### src/rtl/rkc_pkg.sv
// ----------------------------------------------------------------------------
// rkc_pkg
// Shared constants and types of the 3x3 RGB convolution filter.
// ----------------------------------------------------------------------------
package rkc_pkg;

   localparam int MAX_LINE_WIDTH = 1024;
   localparam int KERNEL_DIM     = 3;
   localparam int TAPS           = KERNEL_DIM * KERNEL_DIM;
   localparam int LINE_AW        = $clog2(MAX_LINE_WIDTH);
   localparam int W_CAP          = (MAX_LINE_WIDTH < 1024) ? MAX_LINE_WIDTH : 1024;
   localparam int HEIGHT_CAP     = 4096;
   localparam int PIX_MAX        = 255;
   localparam int SUM_W          = 28;
   localparam int ROUND_HALF     = 2048;
   localparam int FRAC_BITS      = 12;

   // register indexes
   localparam logic [2:0] REG_IMAGE_WIDTH  = 3'd0;
   localparam logic [2:0] REG_IMAGE_HEIGHT = 3'd1;
   localparam logic [2:0] REG_COEF_WORD_0  = 3'd2;
   localparam logic [2:0] REG_COEF_WORD_1  = 3'd3;
   localparam logic [2:0] REG_COEF_WORD_2  = 3'd4;

   // one output pixel travelling down the tap chain
   typedef struct packed {
      logic [TAPS-1:0][23:0]  pix;
      logic [7:0]             alpha;
      logic [9:0]             col;
      logic [11:0]            row;
      logic                   last;
      logic                   done;
      logic [2:0][SUM_W-1:0]  sum;
   } conv_type;

   // window snapshot handed to the emission sequencer
   typedef struct packed {
      logic [TAPS-1:0][31:0]  win;
      logic [9:0]             col;
      logic [11:0]            row;
      logic                   row_is1;
      logic                   col_is1;
      logic [3:0]             mask;
   } snap_type;

endpackage

### src/rtl/rkc_tap_cell.sv
// ----------------------------------------------------------------------------
// rkc_tap_cell
// One kernel tap: multiply one pixel by the tap and add to the running sums.
// ----------------------------------------------------------------------------
module rkc_tap_cell (
   input  logic              clock,
   input  logic              reset,
   input  logic              adv,
   input  logic              in_valid,
   input  rkc_pkg::conv_type in_data,
   input  logic [23:0]       pix,
   input  logic [15:0]       tap,
   output logic              out_valid_ff,
   output rkc_pkg::conv_type out_data_ff
);
   import rkc_pkg::*;

   logic signed [24:0] prod [3];
   conv_type           data_in;

   always_comb begin
      data_in = in_data;
      for (int ch = 0; ch < 3; ch++) begin
         prod[ch] = $signed({1'b0, pix[ch*8 +: 8]}) * $signed(tap);
         data_in.sum[ch] = SUM_W'($signed(in_data.sum[ch]) + SUM_W'(prod[ch]));
      end
   end

   always_ff @(posedge clock) begin
      if (reset) begin
         out_valid_ff <= 1'b0;
      end else if (adv) begin
         out_valid_ff <= in_valid;
      end
   end

   always_ff @(posedge clock) begin
      if (adv) begin
         out_data_ff <= data_in;
      end
   end

endmodule

### config.mk
export PLATFORM = sky130hd
export DESIGN_NAME = rkc_tap_cell
export DESIGN_NICKNAME = d
export VERILOG_FILES = /design/src/rtl/rkc_pkg.sv /design/src/rtl/rkc_tap_cell.sv
export SDC_FILE = /design/constraint.sdc
export NUM_CORES = 1
export LEC_CHECK = 0
export ABC_AREA = 1
export ABC_CLOCK_PERIOD_IN_PS = 5800
export BUFFER_PORTS_ARGS = -buffer_cell sky130_fd_sc_hd__buf_4
export CORE_AREA = 2 2 277 279
export CTS_CLUSTER_SIZE = 8
export DETAILED_ROUTE_END_ITERATION = 10
export DIE_AREA = 0 0 279 281
export GPL_ROUTABILITY_DRIVEN = 0
export GPL_TIMING_DRIVEN = 0
export PLACE_DENSITY = 0.6
export SETUP_SLACK_MARGIN = 0.3
export SYNTH_ARGS = -nofsm -noshare
export SYNTH_HDL_FRONTEND = slang
export SYNTH_SLANG_ARGS = --single-unit
### constraint.sdc
create_clock -name clock -period 5.8 [get_ports clock]
set_input_delay 0.29 -clock clock [delete_from_list [all_inputs] [get_ports clock]]
set_output_delay 0.29 -clock clock [all_outputs]
set_load 0.03 [all_outputs]
# [Word-level counts from Yosys, hierarchy flattened]
# Index checks and enable logic that the tools add are counted.
[classes] addsub=3 n_mul=3
[op_table] cell="$add 28x25->28" count=3
[op_table] cell="$mul 9x16->25" count=3
[totals] reg_bits=333 in_bits=376 out_inout_bits=333 word_cells=24

# [Longest topological paths before layout]
[depth] ltp_word=2 depth_mapped=24 depth_no_buf=22

# [Worst setup path after synthesis]
# No wires, ideal clock.
[synth_timing] path_type="input to register" startpoint="in pix[18]" endpoint="reg out_data_ff[82] in the netlist's numbering, data pin" setup_time_ps=253 t_arrival_ps=4719 t_required_ps=5547 setup_slack_ps=829 path_stages=21 n_path_buf=2 cell_sequence="clkbuf_1 > clkbuf_1 > nand2_1 > fa_1 > inv_1 > fa_1 > inv_1 > fa_1 > inv_1 > fa_1 > inv_1 > fa_1 > inv_1 > ha_1 > nand2_1 > nor3_1 > nand2_1 > nor2_1 > nand2_1 > nand4_1 > nand2_1"
[synth_rtl] element="start: declaration" line_no="rkc_tap_cell.sv:11" rtl="input logic [23:0] pix,"
[synth_rtl] element="end signal: assignment" line_no="rkc_tap_cell.sv:39" rtl="out_data_ff <= data_in;"
[synth_rtl] element="end: declaration" line_no="rkc_tap_cell.sv:14" rtl="output rkc_pkg::conv_type out_data_ff"

==> results.sh <==
export IMPL_maxSlewHeadroom=0.313
export IMPL_ys_types=34
export IMPL_avgSynthCellArea_sq_um=9.18
export IMPL_finalNetCount=5144
export IMPL_synth_nets=4152
export IMPL_cp_slowest_cell="fa_1"
export IMPL_utilization=0.529
export IMPL_grt_overflow_total=0
export IMPL_yosysSeqAreaShare=0.339
export IMPL_cpMostUsedCell="fa_1"
export IMPL_fp_dieH_microns=281
export IMPL_outcome="completed"
export IMPL_cts_sinks=333
export IMPL_cp_start_kind="primary input"
export IMPL_final_cells=5203
export IMPL_clockRootBuffer="clkbuf_16"
export IMPL_crit_path_end_kind="flip-flop"
export IMPL_synthTopCellsByArea="edfxtp_1, fa_1, inv_1, nand2_1, ha_1"
export IMPL_synth_top_cell_by_area="edfxtp_1"
export IMPL_regArea_sq_um=9990
export IMPL_setup_tns_ns=0
export IMPL_grt_use_total=0.285
export IMPL_most_common_layout_cells="inv_1, nand2_1, buf_4, fa_1, edfxtp_1"
export IMPL_die_w_microns=279
export IMPL_p_leak_nw=21.6
export IMPL_final_common_cell="inv_1"
export IMPL_fmax_ghz=0.191
export IMPL_crit_required_ns=6.13
export IMPL_worstSkewPairLatency_ns=0.60
export IMPL_path_clk_slew_ns=0.05
export IMPL_drv_cap=0
export IMPL_slew_violations=0
export IMPL_num_rows=101
export IMPL_setup_viol=0
export IMPL_arrival_ns=5.56
export IMPL_critPathKind="in -> reg"
export IMPL_grt_start_max_net_pins=113
export IMPL_io_pins=709
export IMPL_ir_worst_vdd_v=0.000483
export IMPL_grt_pass1_vias=24948
export IMPL_antenna_found_initial=22
export IMPL_finalHoldViolations=0
export IMPL_whs_ns=0.104
export IMPL_min_period_ns=5.23
export IMPL_hpwl_mm=91.6
export IMPL_htreeDepth=2
export IMPL_tightest_slew_ns=1.03
export IMPL_cts_tree="built"
export IMPL_skew_ns=0
export IMPL_cts_inserted_buffers=49
export IMPL_cpPeakStageDelay_ns=0.55
export IMPL_yosysWarnings=0
export IMPL_async_reset_ff_frac=0
export IMPL_drive_gt1_frac=0.192
export IMPL_grt_pass1_wl_mm=162
export IMPL_wl_per_cell_microns=21.6
export IMPL_drt_total_wl_mm=112
export IMPL_synth_edff_count=332
export IMPL_synth_area_sq_um=29500
export IMPL_syn_inst=3209
export IMPL_clockBufferDepth=3
export IMPL_ys_flop_type="edfxtp_1"
export IMPL_start_util=0.391
export IMPL_rsz0062_at_grt="no"
export IMPL_io_buffers=684
export IMPL_synth_top_area_share=0.338
export IMPL_drtIter0Drc=1672
export IMPL_critPathMaxFanout=10
export IMPL_area_growth_pct=35.3
export IMPL_worstHoldPathType="in -> reg"
export IMPL_place_inst=4874
export IMPL_dieArea_sq_um=78400
export IMPL_post_route_drc_count=0
export IMPL_fillerInstances=6905
export IMPL_cts_setup_buffers=0
export IMPL_core_area_sq_um=75400
export IMPL_fin_crit_sh=0.902
export IMPL_yosys_register_bits=333
export IMPL_worstPathCellList="clkbuf_1 -> clkbuf_1 -> nand2_1 -> fa_1 -> fa_1 -> inv_1 -> fa_1 -> fa_1 -> inv_1 -> fa_1 -> inv_1 -> ha_1 -> nand2_1 -> nor2_1 -> nand3_1 -> nand3_1 -> nand3_1 -> nand3_1 -> nand2_1"
export IMPL_p_total_mw=23.3
export IMPL_via_per_inst=4.73
export IMPL_multi_input_area_sq_um=15500
export IMPL_ant_nets=0
export IMPL_vias=24590
export IMPL_power_density_nw_per_um2=584
export IMPL_firstDrtPassIters=5
==> path summary, 6_finish.rpt <==
check,cells past startpoint,to,startpoint,slack [ns]
worst min register to register,3,out_valid_ff$_SDFFE_PP0P_,out_valid_ff$_SDFFE_PP0P_,1.04
worst max-delay path,19,out_data_ff[19]$_DFFE_PP_,pix[3],0.57
worst max register to register,3,out_valid_ff$_SDFFE_PP0P_,out_valid_ff$_SDFFE_PP0P_,4.66
worst min-delay path,3,out_data_ff[1]$_DFFE_PP_,in_data[1],0.10
==> critical path: cells and delay by family <==
kind	cells	cell delay, ns
buffers and inverters	5	1.19
adder cells (fa/ha/maj)	6	2.83
AND/OR/NAND/NOR	8	1.25
==> cells by family (layout without fill, tap and decap cells) <==
kind of cell	count (synthesis)	in the layout	share of synthesized area
adder cells (fa/ha/maj)	567	567	0.339
flip-flops	333	333	0.339
AND/OR/NAND/NOR	1118	1118	0.158
multiplexers	1	1	0.000340
other	0	10	0
buffers and inverters	1071	2077	0.136
XOR/XNOR	48	48	0.0143
AO/OA/AOI/OAI	71	71	0.0133
==> registers in the layout (all words and copies together) (netlist names) <==
signal and cells:
out_valid_ff 1, out_data_ff 332
==> synth_stat cells (3+ instances only) <==
cell type and count:
nand4_1 26, nor2_1 80, nor3_1 3, ha_1 183, nor2_4 5, edfxtp_1 332, nand3_2 9, nand2_1 852
nand2_2 22, inv_1 987, inv_2 4, and2_1 19, or2_1 4, and3_1 3, o21bai_1 12, clkbuf_1 80
xor2_1 33, nand3b_1 3, fa_1 384, nand3_1 67, nor3_2 3, nor2_2 18, xnor2_1 15, a21oi_1 51
o21ai_0 5
==> timing repair <==
item | CTS | global route
endpoints found under the hold margin | 267 | 0
gates resized for setup | 0 | 8
hold buffers | 254 | 0
endpoints found under the setup margin | 0 | 18
==> final cells by class <==
| type | count | area share |
|---|---|---|
| multi-input cells | 1805 | 0.388 |
| flip-flops and latches | 333 | 0.250 |
| repair buffers | 941 | 0.195 |
| inverters | 991 | 0.0933 |
| clock buffers | 58 | 0.0321 |
| well taps | 978 | 0.0307 |
| plain buffers | 80 | 0.00762 |
| clock inverters | 7 | 0.00273 |
| diodes | 10 | 0.000627 |
==> stage by stage <==
step	setup slack, ns	instance area (sq um)
finish	0.566	39900
global route	0.311	39900
CTS	0.348	39900
detailed placement	-0.272	35900
global placement	-0.190	35800
floorplan	0.829	29500
==> power by group <==
part | switching (mW) | internal (mW) | total (mW) | leakage [nW]
Combinational | 10.8 | 5.90 | 16.7 | 17.7
Sequential | 0.153 | 3.73 | 3.88 | 3.26
Clock | 1.10 | 1.62 | 2.72 | 0.678
==> per-layer routing <==
layer	routed length [microns]	up-vias	global-route usage
met1	45900	11976	0.368
met2	52900	1033	0.468
li1	-	11347	-
met3	8450	210	0.0598
met4	4870	24	0.113
met5	171	-	0
Note: power is estimated with default switching activity, not from simulation.
