`config.mk`:
```
export PLATFORM = sky130hd
export DESIGN_NAME = rkc_emit_seq
export DESIGN_NICKNAME = d
export VERILOG_FILES = /design/src/rtl/rkc_pkg.sv /design/src/rtl/rkc_emit_seq.sv
export SDC_FILE = /design/constraint.sdc
export NUM_CORES = 1
export LEC_CHECK = 0
export BUFFER_PORTS_ARGS = -buffer_cell sky130_fd_sc_hd__buf_4
export CORE_AREA = 2 2 258 260
export CTS_CLUSTER_DIAMETER = 80
export DETAILED_ROUTE_END_ITERATION = 8
export DIE_AREA = 0 0 260 262
export PLACE_DENSITY_LB_ADDON = 0.12
export SYNTH_ARGS = -nofsm -noshare
export SYNTH_HDL_FRONTEND = slang
export SYNTH_SLANG_ARGS = --single-unit
```
`constraint.sdc`:
```
create_clock -name clock -period 6.1 [get_ports clock]
set_input_delay 0.305 -clock clock [delete_from_list [all_inputs] [get_ports clock]]
set_output_delay 0.305 -clock clock [all_outputs]
set_load 0.02 [all_outputs]
```
`src/rtl/rkc_pkg.sv`:
```
// ----------------------------------------------------------------------------
// rkc_pkg
// Shared constants and types of the 3x3 RGB convolution filter.
// ----------------------------------------------------------------------------
package rkc_pkg;

   localparam int MAX_LINE_WIDTH = 1024;
   localparam int KERNEL_DIM     = 3;
   localparam int TAPS           = KERNEL_DIM * KERNEL_DIM;
   localparam int LINE_AW        = $clog2(MAX_LINE_WIDTH);
   localparam int W_CAP          = (MAX_LINE_WIDTH < 1024) ? MAX_LINE_WIDTH : 1024;
   localparam int HEIGHT_CAP     = 4096;
   localparam int PIX_MAX        = 255;
   localparam int SUM_W          = 28;
   localparam int ROUND_HALF     = 2048;
   localparam int FRAC_BITS      = 12;

   // register indexes
   localparam logic [2:0] REG_IMAGE_WIDTH  = 3'd0;
   localparam logic [2:0] REG_IMAGE_HEIGHT = 3'd1;
   localparam logic [2:0] REG_COEF_WORD_0  = 3'd2;
   localparam logic [2:0] REG_COEF_WORD_1  = 3'd3;
   localparam logic [2:0] REG_COEF_WORD_2  = 3'd4;

   // one output pixel travelling down the tap chain
   typedef struct packed {
      logic [TAPS-1:0][23:0]  pix;
      logic [7:0]             alpha;
      logic [9:0]             col;
      logic [11:0]            row;
      logic                   last;
      logic                   done;
      logic [2:0][SUM_W-1:0]  sum;
   } conv_type;

   // window snapshot handed to the emission sequencer
   typedef struct packed {
      logic [TAPS-1:0][31:0]  win;
      logic [9:0]             col;
      logic [11:0]            row;
      logic                   row_is1;
      logic                   col_is1;
      logic [3:0]             mask;
   } snap_type;

endpackage

```
`src/rtl/rkc_emit_seq.sv`:
```
// ----------------------------------------------------------------------------
// rkc_emit_seq
// Holds a snapshot and issues its pending output pixels, one a cycle on adv.
// ----------------------------------------------------------------------------
module rkc_emit_seq (
   input  logic              clock,
   input  logic              reset,
   input  logic              adv,
   input  logic              load,
   input  rkc_pkg::snap_type load_data,
   output logic              free,
   output logic              issue_valid,
   output rkc_pkg::conv_type issue_data
);
   import rkc_pkg::*;

   logic [3:0] pend_ff, pend_in;
   snap_type   snap_ff;
   logic [3:0] lowbit, rem;
   logic       rs_b, cs_b;
   logic [1:0] rs [3];
   logic [1:0] cs [3];
   logic [31:0] sel;

   always_comb begin
      lowbit = pend_ff & (~pend_ff + 4'd1);
      rem    = pend_ff & ~lowbit;
      free   = (pend_ff == 4'd0) || (adv && rem == 4'd0);
      rs_b   = lowbit[2] | lowbit[3];
      cs_b   = lowbit[1] | lowbit[3];
      // rows or columns clamp at the edges of the frame
      rs[0] = rs_b ? 2'd1 : (snap_ff.row_is1 ? 2'd1 : 2'd0);
      rs[1] = rs_b ? 2'd2 : 2'd1;
      rs[2] = 2'd2;
      cs[0] = cs_b ? 2'd1 : (snap_ff.col_is1 ? 2'd1 : 2'd0);
      cs[1] = cs_b ? 2'd2 : 2'd1;
      cs[2] = 2'd2;
      issue_data = '0;
      for (int kr = 0; kr < 3; kr++) begin
         for (int kc = 0; kc < 3; kc++) begin
            sel = snap_ff.win[rs[kr]*3 + cs[kc]];
            issue_data.pix[kr*3 + kc] = sel[23:0];
         end
      end
      sel = snap_ff.win[rs[1]*3 + cs[1]];
      issue_data.alpha = sel[31:24];
      issue_data.row   = rs_b ? snap_ff.row : snap_ff.row - 12'd1;
      issue_data.col   = cs_b ? snap_ff.col : snap_ff.col - 10'd1;
      issue_data.last  = (rem == 4'd0);
      issue_data.done  = lowbit[3];
      issue_valid      = (pend_ff != 4'd0);
   end

   always_comb begin
      pend_in = pend_ff;
      if (load) begin
         pend_in = load_data.mask;
      end else if (adv) begin
         pend_in = rem;
      end
   end

   always_ff @(posedge clock) begin
      if (reset) begin
         pend_ff <= 4'd0;
      end else begin
         pend_ff <= pend_in;
      end
   end

   always_ff @(posedge clock) begin
      if (load) begin
         snap_ff <= load_data;
      end
   end

endmodule
```
### After elaboration in Yosys (flattened, before gate mapping)

Cells that the tools add are included.

| storage, ports and cells | value |
|---|---|
| flip-flop bits (word level) | 316 |
| input bits | 320 |
| output and inout bits | 334 |
| logic and storage cells | 73 |

| operators by class | value |
|---|---|
| add/subtract/negate cells | 11 |
| $mul | 2 |
| order comparisons | 8 |
| multiplexer cells | 26 |
| bitwise operators | 6 |
| reductions and logical operators | 6 |

Operators with widths:

| cell | number |
|---|---|
| binary-select mux 32 bit (select 4 bit) | 8 |
| 2-to-1 mux 24 bit | 7 |
| 2-to-1 mux 32 bit | 1 |
| < comparator 5 bit, second input constant | 5 |
| < comparator 4 x 5 -> 1 bit, second input constant | 3 |
| 2-to-1 mux 12 bit | 1 |
| subtractor 12 x 1 -> 12 bit, second input constant | 1 |
| adder 4 x 1 -> 5 bit | 2 |
| adder 4 x 2 -> 5 bit | 2 |
| 2-to-1 mux 10 bit | 1 |
| subtractor 10 x 1 -> 10 bit, second input constant | 1 |
| bitwise AND 4 bit | 2 |
| zero test 4 bit | 2 |
| 2-to-1 mux 4 bit | 2 |
| inverter 4 bit | 2 |
| adder 4 x 2 -> 5 bit, second input constant | 1 |
| adder 3 x 1 -> 4 bit, first input constant | 1 |
| adder 3 x 2 -> 4 bit, first input constant | 1 |
| adder 3 x 2 -> 4 bit, second input constant | 1 |
| adder 4 x 1 -> 4 bit, second input constant | 1 |
| multiplier 2 x 2 -> 4 bit, second input constant | 1 |
| 2-to-1 mux 1 bit | 4 |
| 2-to-1 mux 2 bit | 2 |
| nonzero test 4 bit | 1 |
| other kinds (5) | 6 |

### Logic depth before layout (Yosys ltp)

| depth | value |
|---|---|
| depth in word-level cells | 9 |
| depth in mapped cells | 16 |

### Worst setup path before layout

OpenSTA, ideal clock, no wires.

| timing | value |
|---|---|
| kind | reg2out |
| from | reg pend_ff[1] |
| to | out issue_data[190] (netlist name) |
| arrival | 2.863 ns |
| data required time | 5.795 ns |
| slack | 2.932 ns |
| stages on the path, launching flop included | 15 |
| cell sequence | dfxtp_1 -> buf_6 -> or2_1 -> nor2_1 -> inv_1 -> buf_2 -> buf_1 -> ha_1 -> buf_2 -> buf_6 -> buf_4 -> buf_6 -> a211oi_1 -> a211oi_1 -> a2bb2oi_1 |

RTL lines:

| element | RTL line | source |
|---|---|---|
| start: declaration | rkc_emit_seq.sv:17 | `logic [3:0] pend_ff, pend_in;` |
| start signal: assignment | rkc_emit_seq.sv:67 | `pend_ff <= pend_in;` |
| end: declaration | rkc_emit_seq.sv:13 | `output rkc_pkg::conv_type issue_data` |

==> run metrics <==
status completed; initial antenna violation count 6; switching share of power 0.3349; Routed WL per cell 25.87 um; CTS tree built; Die W 260 um; DRC 0; H-tree levels 2; R2R cell count 4; Starting DRT DRC Count 1,205; clock latency on the worst-skew pair 0.57 ns; sequential share of power 0.341; Hold Fails Final Rpt 0; initial core utilization 0.2952; layout net count 2,584; Num CTS Buffers 43; # setup viols final 0; area grow syn2layout 47.56%; fin area 28,430 um2; P per Cell Area 287.9 nW/um2; core area 65,280 um2; Die H 262 um; CP Buf/Inv Count 2; final WL 81,440 um; Post CTS Setup Buffer Count 0; worst-case clock buffer depth 3; vias per cell 5.046; combinational share of power 0.349; Cells after DPL 2,754; Die ar. 68,120 um2; CTS resizes 0; Rel. slew slack 0.2674; Worst Hold Path Cells 4; Cell Area, Placed 23,870 um2; WP data arrival 4.68 ns; CP cell instances or2_1 > nor2_4 > inv_2 > nand2b_2 > ha_4 > mux4_2 > nand2_1 > o21ai_0 > buf_4; Crit path required time 5.79 ns; Fillers 5,995; Hold WC Path Type in -> reg; GRT Overall Usage 0.2316; I/O Pins 654; crit path max fanout 37; Leak 0.01149 uW; largest net degree at the start of global routing 157; maximum vdd drop 0.0002020 V; # hold bufs at CTS 317; Root Driver clkbuf_16; Clock Power Share 0.310; vias in the first global route 16.45k; P_int 5444 uW; skew final 0.005765 ns; Synth cell types 62; synth warn 0; clock sinks 316; Routed Antenna Nets 0; first-pass GRT wire length 114,500 um; fin crit share 0.8179; clock-pin slew on the worst setup and hold paths 0.05 ns; hpwl dp 54,350 um; Post-synth ARST share 0; Final Slew Violations 0; worst setup path category reg -> out; net switching power 2742 uW; min Tclk post-route 4.989 ns; Vias 15.89k; register area share after synthesis 0.4904; syn avg cell area 13.45 um2; DR pass1 iterations 5; final global-route overflow total 0; cell area after synthesis 19,270 um2; max frequency 200.4 MHz; fin util 0.4356; Std-Cell Rows 94; number of enable-type register cells in the synthesized netlist 312; CP delay by family, top adder cells; Worst setup EP type primary output; worst slew pin tran 1.096 ns; Critical Path Start Type flip-flop; non-filler cells in the finished layout 3,148; Critical Path Stages 9; Post-Synthesis Cells 1,433; CP max stage delay 1.03 ns; CP max stage cell ha_4; port bufs 569; Max-cap violations 0; register bit total from synthesis 316; ys flop type edfxtp_1; RSZ-0062 raised after global routing false; GP Congestion 0.8196; TNS Setup 0 ns; share of cells above drive strength 1 0.4051
[cell usage after synthesis (4+ instances only)]
cell type	number	area share
o21ai_0	50	0.013
buf_4	122	0.048
edfxtp_1	312	0.49
a221o_1	10	0.0052
mux2i_1	88	0.046
dfxtp_1	4	0.0042
a222oi_1	17	0.0088
o211ai_1	14	0.0055
mux2_2	101	0.059
ha_1	12	0.0078
o221ai_1	10	0.0045
and3_1	11	0.0036
a31oi_1	22	0.0071
buf_1	9	0.0018
nor3_1	10	0.0026
a22oi_1	5	0.0019
mux4_2	143	0.17
a211oi_1	4	0.0016
or3_1	4	0.0013
nor2_1	14	0.0027
nor4_1	4	0.0013
nand3b_1	13	0.0051
a21oi_1	40	0.010
xnor2_1	6	0.0027
nand2b_1	4	0.0013
buf_2	43	0.011
clkbuf_1	35	0.0068
mux4_1	4	0.0055
nor2b_1	6	0.0019
xor2_1	12	0.0055
nand2_1	227	0.044
buf_6	7	0.0041
inv_1	31	0.0060
[worst paths after layout]
kind / from / endpoint / slack, ns
hold reg to reg: pend_ff[2] / pend_ff[2] / 0.74
setup reg to reg: pend_ff[0] / pend_ff[1] / 4.33
hold / removal: adv / pend_ff[2] / 0.13
setup / recovery: pend_ff[0] / issue_data[146] / 1.11
[kinds of logic (layout without fill, tap and decap cells)]
group | Yosys count | after routing | synth area share
AO/OA/AOI/OAI | 185 | 185 | 0.06350
XOR/XNOR | 18 | 18 | 0.008181
adder cells (fa/ha/maj) | 13 | 13 | 0.008311
buffers and inverters | 249 | 1014 | 0.07779
flip-flops | 316 | 316 | 0.4904
multiplexers | 339 | 339 | 0.2791
other | 1 | 87 | 0.0001946
AND/OR/NAND/NOR | 312 | 312 | 0.07259
[layer usage]
metal / vias up / track usage / wire length, um
li1: 7028 / - / -
met1: 8003 / 0.2817 / 31750
met2: 734 / 0.4086 / 41460
met3: 113 / 0.05874 / 6368
met4: 8 / 0.05955 / 1802
met5: - / 0 / 50
[layout by cell type (no fill, tap or decap), types with 5 or more instances in the layout]
master / instances
buf_4: 587
dlygate4sd3_1: 317
edfxtp_1: 312
nand2_1: 227
mux4_2: 143
mux2_2: 101
mux2i_1: 88
conb_1: 84
o21ai_0: 50
clkbuf_16: 43
a21oi_1: 40
inv_1: 30
a31oi_1: 22
a222oi_1: 17
o211ai_1: 14
nand3b_1: 13
xor2_1: 12
nor2_1: 12
and3_1: 11
nor3_1: 10
o221ai_1: 10
a221o_1: 10
clkinv_2: 8
xnor2_1: 6
ha_1: 6
nor2b_1: 5
a22oi_1: 5
ha_4: 5
clkbuf_1: 5
clkinv_1: 5
bufinv_16: 5
[state kept, by name (all words and copies together) (netlist names)]
register and flops:
issue_data 24, snap_ff 288, pend_ff 4
[power by group through the flow]
stage                     Sequential (uW)  Combinational [uW]  Clock, uW
final                                2790                2860       2530
after global routing                 2810                3040       2680
after CTS                            2790                2890       2610
after detailed placement             2830                2710          0
after global placement               2830                2700          0
after floorplan                      2730                1650          0
[metrics by stage]
step | setup WS (ns) | power, uW | hold slack, ns
after floorplan | 2.932 | 4381 | 0.3741
after global placement | 1.637 | 5533 | 0.4833
after detailed placement | 1.608 | 5539 | 0.4843
after CTS | 0.9741 | 8287 | 0.08736
after global routing | 0.8507 | 8527 | 0.1788
final | 1.111 | 8186 | 0.1338
[worst register-to-register path, stage by stage, from the launching register on]
cell and delay, ns:
dfxtp_1 0.55, inv_1 0.21, a211o_1 0.29, a21oi_1 0.12, dlygate4sd3_1 0.55
[layout make-up]
type,instances,area [um2],area share
inverters,33,123.9,0.004356
diodes,3,7.507,0.0002640
multi-input cells,951,8751,0.3078
flip-flops and latches,316,9449,0.3323
repair buffers,907,7635,0.2685
well taps,864,1081,0.03802
clock inverters,26,291.5,0.01025
clock buffers,48,1095,0.03850
Power figures use the tool's default switching activity.
